$ cat src/drrb_pkg.sv
// ---------------------------------------------------------------------------
// drrb_pkg
// Shared types and constants of the DMA ring receive buffer.
// ---------------------------------------------------------------------------
package drrb_pkg;

  localparam int unsigned BYTE_W = 8;
  localparam int unsigned SIZE_W = 9;

  // Operation codes of an input beat
  typedef enum logic [1:0] {
    OP_RX    = 2'd0,
    OP_IDLE  = 2'd1,
    OP_READ  = 2'd2,
    OP_FLUSH = 2'd3
  } op_t;

  // Read answer codes
  typedef enum logic [1:0] {
    ST_BYTE   = 2'd0,
    ST_NODATA = 2'd1,
    ST_OVF    = 2'd2,
    ST_IDLE   = 2'd3
  } status_t;

  typedef struct packed {
    op_t               op;
    logic [BYTE_W-1:0] rx_byte;
  } req_t;

  typedef struct packed {
    status_t           status;
    logic [BYTE_W-1:0] data_byte;
  } rsp_t;

  // Controller to datapath
  typedef struct packed {
    logic item_go;   // input beat taken this cycle
    logic cfg_go;    // size register written this cycle
    logic out_load;  // fetched answer moves into the output register
  } cmd_t;

  // Datapath to controller
  typedef struct packed {
    logic is_read;   // current input beat is a read request
    logic out_full;  // output register holds an answer
  } sts_t;

endpackage

$ cat src/drrb_ctrl.sv
// ---------------------------------------------------------------------------
// drrb_ctrl
// Handshake controller: takes beats and size writes, sequences the store
// read of a read request and hands the answer to the output register.
// ---------------------------------------------------------------------------
module drrb_ctrl
  import drrb_pkg::*;
(
  input  logic clk,
  input  logic rst,
  input  logic req_valid,
  output logic req_stall,
  input  logic cfg_valid,
  output logic cfg_ready,
  input  logic rsp_stall,
  input  sts_t sts,
  output cmd_t cmd
);

  typedef enum logic [1:0] {
    S_IDLE  = 2'b01,
    S_FETCH = 2'b10
  } state_t;

  state_t state, state_next;

  // Handshake outputs; a size write wins over an input beat
  assign cfg_ready = (state == S_IDLE);
  assign req_stall = (state != S_IDLE) || cfg_valid;

  assign cmd.cfg_go   = cfg_valid && cfg_ready;
  assign cmd.item_go  = req_valid && !req_stall;
  assign cmd.out_load = (state == S_FETCH) && (!sts.out_full || !rsp_stall);

  // Next state
  always_comb begin
    state_next = state;
    unique case (state)
      S_IDLE: begin
        if (cmd.item_go && sts.is_read) state_next = S_FETCH;
      end
      S_FETCH: begin
        if (cmd.out_load) state_next = S_IDLE;
      end
      default: state_next = S_IDLE;
    endcase
  end

  always_ff @(posedge clk) begin
    if (rst) begin
      state <= S_IDLE;
    end else begin
      state <= state_next;
    end
  end

endmodule

$ cat src/drrb_datapath.sv
// ---------------------------------------------------------------------------
// drrb_datapath
// Ring store, write/read positions, half and overflow flags, idle marker
// and the output register.
// ---------------------------------------------------------------------------
module drrb_datapath
  import drrb_pkg::*;
#(
  parameter int unsigned STORE_DEPTH = 256,
  parameter int unsigned PTR_W       = 8
) (
  input  logic              clk,
  input  logic              rst,
  input  cmd_t              cmd,
  output sts_t              sts,
  input  req_t              req,
  input  logic [SIZE_W-1:0] cfg_data,
  output rsp_t              rsp,
  output logic              rsp_valid,
  input  logic              rsp_stall
);

  localparam logic [SIZE_W-1:0] SIZE_TOP = SIZE_W'(STORE_DEPTH - (STORE_DEPTH % 2));
  localparam logic [SIZE_W-1:0] SIZE_MIN = SIZE_W'(2);
  localparam int unsigned       EXT_W    = SIZE_W - PTR_W;

  logic [BYTE_W-1:0] rx_store [STORE_DEPTH];
  logic [BYTE_W-1:0] store_q;

  logic [SIZE_W-1:0] ring_size, ring_size_next;
  logic [PTR_W-1:0]  write_pos, write_pos_next;
  logic [PTR_W-1:0]  read_pos, read_pos_next;
  logic [PTR_W-1:0]  idle_pos, idle_pos_next;
  logic              lower_half_full, lower_half_full_next;
  logic              upper_half_full, upper_half_full_next;
  logic              overflow_flag, overflow_flag_next;
  logic              idle_valid, idle_valid_next;
  status_t           pend_status, pend_status_next;

  logic [SIZE_W-1:0] half;
  logic [SIZE_W-1:0] wp_ext, rp_ext, wp_inc, rp_inc;
  logic [SIZE_W-1:0] size_masked;
  logic              lower_mid;

  assign half   = ring_size >> 1;
  assign wp_ext = {{EXT_W{1'b0}}, write_pos};
  assign rp_ext = {{EXT_W{1'b0}}, read_pos};
  assign wp_inc = wp_ext + SIZE_W'(1);
  assign rp_inc = rp_ext + SIZE_W'(1);
  assign size_masked = cfg_data & SIZE_W'(9'h1FE);

  assign sts.is_read  = (req.op == OP_READ);
  assign sts.out_full = rsp_valid;

  // Next state of positions and flags
  always_comb begin
    ring_size_next       = ring_size;
    write_pos_next       = write_pos;
    read_pos_next        = read_pos;
    idle_pos_next        = idle_pos;
    lower_half_full_next = lower_half_full;
    upper_half_full_next = upper_half_full;
    overflow_flag_next   = overflow_flag;
    idle_valid_next      = idle_valid;
    pend_status_next     = pend_status;
    lower_mid            = lower_half_full;

    if (cmd.cfg_go) begin
      // clamp the ring length to an even value inside the store
      priority if (size_masked < SIZE_MIN) ring_size_next = SIZE_MIN;
      else if (size_masked > SIZE_TOP)      ring_size_next = SIZE_TOP;
      else                                  ring_size_next = size_masked;
      write_pos_next       = '0;
      read_pos_next        = '0;
      lower_half_full_next = 1'b0;
      upper_half_full_next = 1'b0;
      overflow_flag_next   = 1'b0;
      idle_valid_next      = 1'b0;
    end else if (cmd.item_go) begin
      unique case (req.op)
        OP_RX: begin
          write_pos_next = wp_inc[PTR_W-1:0];
          if (wp_inc == half) begin
            if (lower_half_full || upper_half_full) overflow_flag_next = 1'b1;
            lower_mid = 1'b1;
          end
          lower_half_full_next = lower_mid;
          if (wp_inc >= ring_size) begin
            if (lower_mid || upper_half_full) overflow_flag_next = 1'b1;
            upper_half_full_next = 1'b1;
            write_pos_next       = '0;
          end
        end
        OP_IDLE: begin
          idle_valid_next = 1'b1;
          idle_pos_next   = write_pos;
        end
        OP_FLUSH: begin
          read_pos_next        = write_pos;
          lower_half_full_next = 1'b0;
          upper_half_full_next = 1'b0;
          overflow_flag_next   = 1'b0;
          idle_valid_next      = 1'b0;
        end
        OP_READ: begin
          pend_status_next = ST_NODATA;
          priority if (overflow_flag) begin
            pend_status_next = ST_OVF;
          end else if (idle_valid && (read_pos == idle_pos)) begin
            pend_status_next = ST_IDLE;
            idle_valid_next  = 1'b0;
          end else if (rp_ext < half) begin
            // lower half; its last byte waits for the half mark
            if (lower_half_full || (read_pos < write_pos)) begin
              if (!lower_half_full && (rp_inc == half)) begin
                pend_status_next = ST_NODATA;
              end else begin
                pend_status_next = ST_BYTE;
                read_pos_next    = rp_inc[PTR_W-1:0];
                if (rp_inc == half) lower_half_full_next = 1'b0;
              end
            end
          end else begin
            // upper half; wraps at the ring end
            if (upper_half_full || (read_pos < write_pos)) begin
              pend_status_next = ST_BYTE;
              read_pos_next    = rp_inc[PTR_W-1:0];
              if (rp_inc >= ring_size) begin
                read_pos_next        = '0;
                upper_half_full_next = 1'b0;
              end
            end
          end
        end
        default: ;
      endcase
    end
  end

  // Control and position registers
  always_ff @(posedge clk) begin
    if (rst) begin
      ring_size       <= SIZE_TOP;
      write_pos       <= '0;
      read_pos        <= '0;
      idle_pos        <= '0;
      lower_half_full <= 1'b0;
      upper_half_full <= 1'b0;
      overflow_flag   <= 1'b0;
      idle_valid      <= 1'b0;
    end else begin
      ring_size       <= ring_size_next;
      write_pos       <= write_pos_next;
      read_pos        <= read_pos_next;
      idle_pos        <= idle_pos_next;
      lower_half_full <= lower_half_full_next;
      upper_half_full <= upper_half_full_next;
      overflow_flag   <= overflow_flag_next;
      idle_valid      <= idle_valid_next;
    end
  end

  // Pending answer code, no reset needed
  always_ff @(posedge clk) begin
    pend_status <= pend_status_next;
  end

  // Ring store: write on a received byte, registered read at read_pos
  always_ff @(posedge clk) begin
    if (cmd.item_go && (req.op == OP_RX)) begin
      rx_store[write_pos] <= req.rx_byte;
    end
    if (cmd.item_go) begin
      store_q <= rx_store[read_pos];
    end
  end

  // Output register
  always_ff @(posedge clk) begin
    if (rst) begin
      rsp_valid <= 1'b0;
    end else if (cmd.out_load) begin
      rsp_valid <= 1'b1;
    end else if (rsp_valid && !rsp_stall) begin
      rsp_valid <= 1'b0;
    end
  end

  always_ff @(posedge clk) begin
    if (cmd.out_load) begin
      rsp.status    <= pend_status;
      rsp.data_byte <= (pend_status == ST_BYTE) ? store_q : '0;
    end
  end

endmodule

$ cat src/dma_ring_rx_buffer.sv
// ---------------------------------------------------------------------------
// dma_ring_rx_buffer
// Circular receive buffer with half/end marks, overflow and idle markers.
// ---------------------------------------------------------------------------
// Each beat on req is one operation: store a received byte, mark line idle,
// read, or flush. A received byte, an idle mark or a flush completes as it
// is accepted. A read is accepted in a cycle that decides the answer and
// starts a registered store read; in the next cycle the answer moves into
// the output register, later only while rsp is stalled with an answer still
// held. The output register lets the next beat be accepted while an answer
// waits on rsp. Writing the size register on cfg resets both positions and
// all flags; it is meant for idle periods. The store needs no clearing pass
// after reset, so beats are accepted from the first cycle.
module dma_ring_rx_buffer
  import drrb_pkg::*;
#(
  parameter int unsigned STORE_DEPTH = 256
) (
  input  logic              clk,
  input  logic              rst,
  input  logic              req_valid,
  output logic              req_stall,
  input  req_t              req,
  output logic              rsp_valid,
  input  logic              rsp_stall,
  output rsp_t              rsp,
  input  logic              cfg_valid,
  output logic              cfg_ready,
  input  logic [SIZE_W-1:0] cfg_data
);

  localparam int unsigned PTR_W = $clog2(STORE_DEPTH);

  cmd_t cmd;
  sts_t sts;

  drrb_ctrl u_ctrl (
    .clk       (clk),
    .rst       (rst),
    .req_valid (req_valid),
    .req_stall (req_stall),
    .cfg_valid (cfg_valid),
    .cfg_ready (cfg_ready),
    .rsp_stall (rsp_stall),
    .sts       (sts),
    .cmd       (cmd)
  );

  drrb_datapath #(
    .STORE_DEPTH (STORE_DEPTH),
    .PTR_W       (PTR_W)
  ) u_datapath (
    .clk       (clk),
    .rst       (rst),
    .cmd       (cmd),
    .sts       (sts),
    .req       (req),
    .cfg_data  (cfg_data),
    .rsp       (rsp),
    .rsp_valid (rsp_valid),
    .rsp_stall (rsp_stall)
  );

  // A loaded answer shows up on rsp in the next cycle
  a_load_shows: assert property (@(posedge clk) disable iff (rst)
    cmd.out_load |=> rsp_valid)
    else $error("answer load did not raise rsp_valid");

  // A size write and an input beat never complete together
  a_cfg_excl: assert property (@(posedge clk) disable iff (rst)
    !(cmd.item_go && cmd.cfg_go))
    else $error("size write and input beat in one cycle");

  // An accepted read blocks the input for the fetch cycle
  a_read_busy: assert property (@(posedge clk) disable iff (rst)
    (cmd.item_go && sts.is_read) |=> req_stall)
    else $error("input not stalled during store fetch");

  // Reset leaves no answer pending
  a_reset_empty: assert property (@(posedge clk)
    rst |=> !rsp_valid)
    else $error("rsp_valid set after reset");

endmodule

$ cat config.mk
export PLATFORM = sky130hd
export DESIGN_NAME = dma_ring_rx_buffer
export DESIGN_NICKNAME = d
export VERILOG_FILES = /design/src/drrb_pkg.sv /design/src/drrb_ctrl.sv /design/src/drrb_datapath.sv /design/src/dma_ring_rx_buffer.sv
export SDC_FILE = /design/constraint.sdc
export NUM_CORES = 2
export LEC_CHECK = 0
export BUFFER_PORTS_ARGS = -buffer_cell sky130_fd_sc_hd__buf_2
export CAP_MARGIN = 20
export CORE_UTILIZATION = 50
export DETAILED_ROUTE_END_ITERATION = 8
export PLACE_DENSITY = 0.75
export SYNTH_ARGS = -nofsm -noshare
export SYNTH_HDL_FRONTEND = slang
export SYNTH_HIERARCHICAL = 1
export SYNTH_SLANG_ARGS = --single-unit
$ cat constraint.sdc
create_clock -name clk -period 5.5 [get_ports clk]
set_input_delay 0.275 -clock clk [delete_from_list [all_inputs] [get_ports clk]]
set_output_delay 0.275 -clock clk [all_outputs]
set_load 0.02 [all_outputs]
### Yosys cells after proc, flatten, opt, wreduce, memory -nomap -nowiden

Memories as Yosys holds them, arrays and structs flattened. A register that Yosys moved wholly into a read port is not among the register bits.
Index checks and enable logic that the tools add are counted.

| word-level totals | value |
|---|---|
| flip-flop bits (word level) | 52 |
| bits in writable memories | 2048 |
| output and inout port bits | 13 |
| memories kept | 1 |

| cells by class | value |
|---|---|
| $add $sub $neg | 2 |
| order comparisons | 6 |
| eq/ne operators | 25 |
| mux-type cells | 49 |
| bitwise logic cells | 1 |
| reductions and logical operators | 36 |

Memory list:

| name | words | bits a word | rd ports | clocked after memory_dff | write ports | RTL line | source |
|---|---|---|---|---|---|---|---|
| u_datapath.rx_store | 256 | 8 | 1 | 1 | 1 | drrb_datapath.sv:27 | `logic [BYTE_W-1:0] rx_store [STORE_DEPTH];` |

Operator list:

| cell | number |
|---|---|
| $mux 8 | 8 |
| $mux 1 | 29 |
| $add 8x1->9 const B | 2 |
| $eq 9x8->1 | 2 |
| $ge 9x9->1 | 2 |
| $mux 9 | 2 |
| $lt 8x8->1 | 2 |
| $ne 2x1->1 const B | 8 |
| $pmux 8 s2 | 1 |
| $reduce_and 8->1 | 2 |
| $ne 2x2->1 const B | 6 |
| $gt 9x9->1 const B | 1 |
| $lt 9x2->1 const B | 1 |
| $pmux 1 s3 | 3 |
| $eq 8x8->1 | 1 |
| $logic_and 1x1->1 | 8 |
| $mux 2 | 4 |
| $reduce_and 7->1 | 1 |
| $eq 2x2->1 const B | 3 |
| $logic_or 1x1->1 | 6 |
| $ne 3x3->1 const B | 2 |
| $reduce_and 2->1 | 3 |
| $reduce_and 3->1 | 2 |
| $reduce_bool 2->1 | 3 |
| other kinds (10) | 17 |

### Longest topological paths before layout

| logic depth | value |
|---|---|
| depth after elaboration | 10 |
| gate-level depth with buffers | 15 |
| mapped depth without buffers | 13 |

### Cells and area by module

The synthesis kept the hierarchy.

By module, submodules not included:

| module | times used | cells an instance | area each (sq um) | sequential area each (sq um) |
|---|---|---|---|---|
| drrb_datapath | 1 | 3949 | 82439.1 | 62840.3 |
| drrb_ctrl | 1 | 13 | 113.9 | 40.0 |

### Worst setup path after synthesis

Ideal clock, no wire load.

| timing path | value |
|---|---|
| path type | flip-flop to flip-flop |
| start point | register u_datapath.read_pos[0] |
| end point | register u_datapath.read_pos[5] |
| setup time | 122 ps |
| arrival time | 3191 ps |
| path slack | 2188 ps |
| stages on the path, launching flop included | 15 |
| path through | dfxtp_1 -> buf_2 -> buf_4 -> buf_6 -> buf_4 -> buf_2 -> inv_1 -> ha_1 -> nor2_1 -> o21ai_0 -> a2111o_1 -> nor4_4 -> a21oi_2 -> and2_4 -> a221o_1 |

| on the way | value |
|---|---|
| cells in the longest elaborated chain, start to end | 8 |
| elaborated cells between the ends (all ways) | 23 |
| classes of those cells | add/sub: 1; order compare: 3; eq/ne: 6; mux: 8; reduce/logical: 5 |

RTL lines:

| what | RTL line | source |
|---|---|---|
| from (decl) | drrb_datapath.sv:32 | `logic [PTR_W-1:0] read_pos, read_pos_next;` |
| from (signal assigned) | drrb_datapath.sv:154 | `read_pos <= read_pos_next;` |
| $add 8x1->9 | drrb_datapath.sv:49 | `assign rp_inc = rp_ext + SIZE_W'(1);` |
| $ge 9x9->1 | drrb_datapath.sv:128 | `if (rp_inc >= ring_size) begin` |
| $mux 8 | drrb_datapath.sv:128 |  |
| $mux 8 | drrb_datapath.sv:125 | `if (upper_half_full \|\| (read_pos < write_pos)) begin` |
| $mux 8 | drrb_datapath.sv:112 | `end else if (rp_ext < half) begin` |
| $mux 8 | drrb_datapath.sv:109 | `end else if (idle_valid && (read_pos == idle_pos)) begin` |
| $mux 8 | drrb_datapath.sv:107 | `priority if (overflow_flag) begin` |
| $pmux 8 s2 | drrb_datapath.sv:80 | `unique case (req.op)` |

Several ways; a longest one is shown, not always the timed one. The select of a mux whose other input is x is not followed.
A chain may end at the register's enable or synchronous reset.

### Final worst setup path

| timing path | value |
|---|---|
| start point | register u_datapath.read_pos[0] |
| end point | register u_datapath.read_pos[7] |

The elaborated chain is that of the path after synthesis.

==> summary.md <==
| Metric | Value |
|---|---|
| Status | complete, no violations |
| CP Data Arrival Time | 4.93 ns |
| Post-synthesis average cell area | 20.8 um^2 |
| Met3 Use GR | 5.18% |
| GR Util met1 | 32.1% |
| Yosys warns | 6 |
| DRC | 0 |
| Number of synthesized register bits | 2107 |
| DRT iter0 DRCs | 5587 |
| Layout cell share with drive strength beyond 1 | 22.7% |
| Num CTS Buffers | 193 |
| Nature of the critical path endpoint | flop |
| Rows | 148 |
| Setup Fix Bufs, Post-CTS | 0 |
| Final WL | 192 mm |
| Cell Area, Synth | 82600 um^2 |
| Relative slew slack | 15.2% |
| Initial Util | 50.5% |
| Crit path required time | 6.28 ns |
| Fmax | 0.241 GHz |
| Die ar. | 167000 um^2 |
| First-pass GRT wire length | 279 mm |
| EDFF count, synth | 2068 |
| Final setup vio count | 0 |
| Worst min path class | primary input to flop |
| Clock skew | 0.0275 ns |
| Clock buffer depth | 3 |
| Chip Height | 408 um |
| Syn Nets | 4028 |
| CP Max Fanout | 49 |
| Grt total ovfl | 0 |
| Met2 usage | 35.6% |
| Core Area | 163000 um^2 |
| Setup crit start kind | flop |
| Final RePlAce weighted congestion | 0.933 |
| Power per cell area | 341 nW/um^2 |
| CTS sink cnt | 2107 |
| Ranking of synthesized cells by area | edfxtp_1 (75%), mux4_2 (15%), nor2_1 (1.5%), a22oi_1 (1.3%), dfxtp_1 (0.95%) |
| Worst skew pair latency | 0.84 ns |
| Port bufs | 35 |
| Via density | 6.48 |
| Mean routed wirelength per cell | 29.9 um |
| GRT Util Overall | 22.9% |
| Vias in the first global route | 41100 |
| Root buffer cell | clkbuf_16 |
| Max_cap viols | 0 |
| Drt first pass iters | 5 |
| Critical path class | flop to flop |
| Initial antenna violation count | 2 |
| Peak supply drop | 0.393 mV |
| Yosys top cell by area | edfxtp_1 |
| Fin Hold WS | 0.0423 ns |
| Period Utilization, post-route | 75.5% |
| DP HPWL | 110 mm |
| P_leak | 27.7 nW |
| Top_reg_cell synth | edfxtp_1 |
| Ys async rst share | 0% |
| RSZ-0062 raised after global routing | no |
| Htree depth | 4 |
| Yosys cell types | 68 |
| Worst-Margin Slew | 1.27 ns |
| CTS tree | yes |
| Area grow syn2layout | 11.4% |
| Max-slew violations | 0 |
| Final TNS setup | 0 ns |
| Post-synth top area share | 75.2% |
| Endpoints failing hold | 0 |
| Vias | 41500 |
| Busiest layer in global routing | met2 |
| Mapped Cells | 3962 |
| Tmin final | 4.15 ns |
| Clk pin slew, worst setup/hold paths | 0.06 ns |
| Seq/Total Area, Yosys | 76.2% |
| Detail Route Antenna Nets | 0 |
| Die X | 408 um |
| Ports | 37 |
| Pin count of the biggest net entering global routing | 221 |
| NumNets Final | 4130 |
-- state kept, by name, indices dropped and copies added (netlist names) --
name and cells:
u_datapath/lower_half_full 1, u_datapath/ring_size 8, u_datapath/idle_pos 8, u_datapath/read_pos 8, u_datapath/idle_valid 1, u_datapath/rsp 10, u_datapath/rx_store 2048, u_datapath/write_pos 8
u_datapath/overflow_flag 1, u_ctrl/state 2, u_datapath/store_q 8, u_datapath/rsp_valid 1, u_datapath/upper_half_full 1, u_datapath/pend_status 2
-- synthesized netlist by cell type (3+ instances only) --
master	count
a2111oi_0	3
a211o_1	3
a211oi_1	5
a21oi_1	51
a221o_1	4
a221oi_1	37
a22o_1	42
a22oi_1	147
a31oi_1	4
and2_1	14
and3_1	9
buf_1	23
buf_2	59
buf_4	16
buf_6	12
clkbuf_1	128
dfxtp_1	39
edfxtp_1	2068
ha_1	42
inv_1	27
mux2i_1	22
mux4_2	538
nand2_1	106
nand2b_1	8
nand3_1	26
nand4_1	4
nor2_1	333
nor2b_1	16
nor3_1	24
nor3b_1	7
nor4_1	4
o211ai_1	5
o21ai_0	32
o221ai_1	14
o22ai_1	5
o31ai_1	8
or2_2	4
or3_1	6
xnor2_1	28
xor2_1	5
-- placed cells by master (no fill, tap or decap), types with 44 or more instances in the layout --
master / netlist / layout
mux4_2: 538 / 538
clkinv_1: 1 / 44
clkbuf_1: 128 / 47
clkbuf_16: 0 / 195
a21oi_1: 51 / 51
nor2_1: 333 / 331
nand2_1: 106 / 106
buf_4: 16 / 68
edfxtp_1: 2068 / 2068
a22oi_1: 147 / 147
-- timing repair --
action	CTS	global route
hold endpoints to repair	306	0
hold buffers	23	0
resized for setup	0	0
-- power by group --
part           switching (mW)  total (mW)  internal, mW
logic                   0.336       0.420        0.0839
clock network            5.82        13.3          7.52
registers              0.0106        17.6          17.6
-- path summary, 6_finish.rpt --
kind | slack (ns) | cells past startpoint | startpoint | to
hold / removal | 0.04 | 1 | req[2] | u_datapath/rx_store[26][2]$_DFFE_PP_
setup / recovery | 1.35 | 12 | u_datapath/read_pos[0]$_SDFFE_PP0P_ | u_datapath/read_pos[7]$_SDFFE_PP0P_
hold reg to reg | 0.45 | 0 | u_datapath/pend_status[0]$_SDFFCE_PP0P_ | u_datapath/rsp[8]$_DFFE_PP_
setup reg to reg | 1.35 | 12 | u_datapath/read_pos[0]$_SDFFE_PP0P_ | u_datapath/read_pos[7]$_SDFFE_PP0P_
-- layer usage --
metal | vias to the layer above | share of wire (%)
met3 | 374 | 10
met1 | 21900 | 38
met5 | - | 0
met2 | 2457 | 48
li1 | 16800 | -
met4 | 0 | 3.5
-- kinds of logic after synthesis --
kind of cell,Yosys count,share of synthesized area (%)
flip-flops,2107,76.2
AND/OR/NAND/NOR,570,2.97
multiplexers,561,15.0
AO/OA/AOI/OAI,381,3.40
buffers and inverters,266,1.48
adder cells (fa/ha/maj),43,0.649
XOR/XNOR,34,0.377
-- layout make-up --
type                            count  area, um^2
Timing Repair Buffer              145        1380
Tap cell                         2175        2720
Antenna cell                        4        10.0
Inverter                           28         105
Multi-Input combinational cell   1589       18500
Fill cell                       11600       71400
Clock inverter                    115        1260
Sequential cell                  2107       62900
Clock buffer                      243        5070
-- critical path: stages (launching register included) --
cell and delay [ns]:
dfxtp_4 1.06, ha_1 0.46, nand3_1 0.26, xnor2_1 0.26, ha_1 0.23, a2111oi_0 0.31
o21ai_0 0.17, a221oi_1 0.31, nor2_1 0.15, nor2_1 0.33, nand2_1 0.17, o22ai_1 0.17
a221o_1 0.18
-- metrics by stage --
step | setup slack (ns) | power, mW | std cells | instance area (um^2) | util, %
6_report | 1.35 | 31.4 | 6406 | 92000 | 56.3
3_3_place_gp | 1.41 | 18.4 | 6020 | 85400 | 52.3
5_1_grt | 0.966 | 32.1 | 6403 | 92000 | 56.3
2_1_floorplan | 2.19 | 18.1 | 3962 | 82600 | -
4_1_cts | 1.36 | 31.5 | 6401 | 91900 | 56.3
3_5_place_dp | 1.39 | 18.4 | 6020 | 85400 | 52.3
Note: power is estimated with default switching activity, not from simulation.
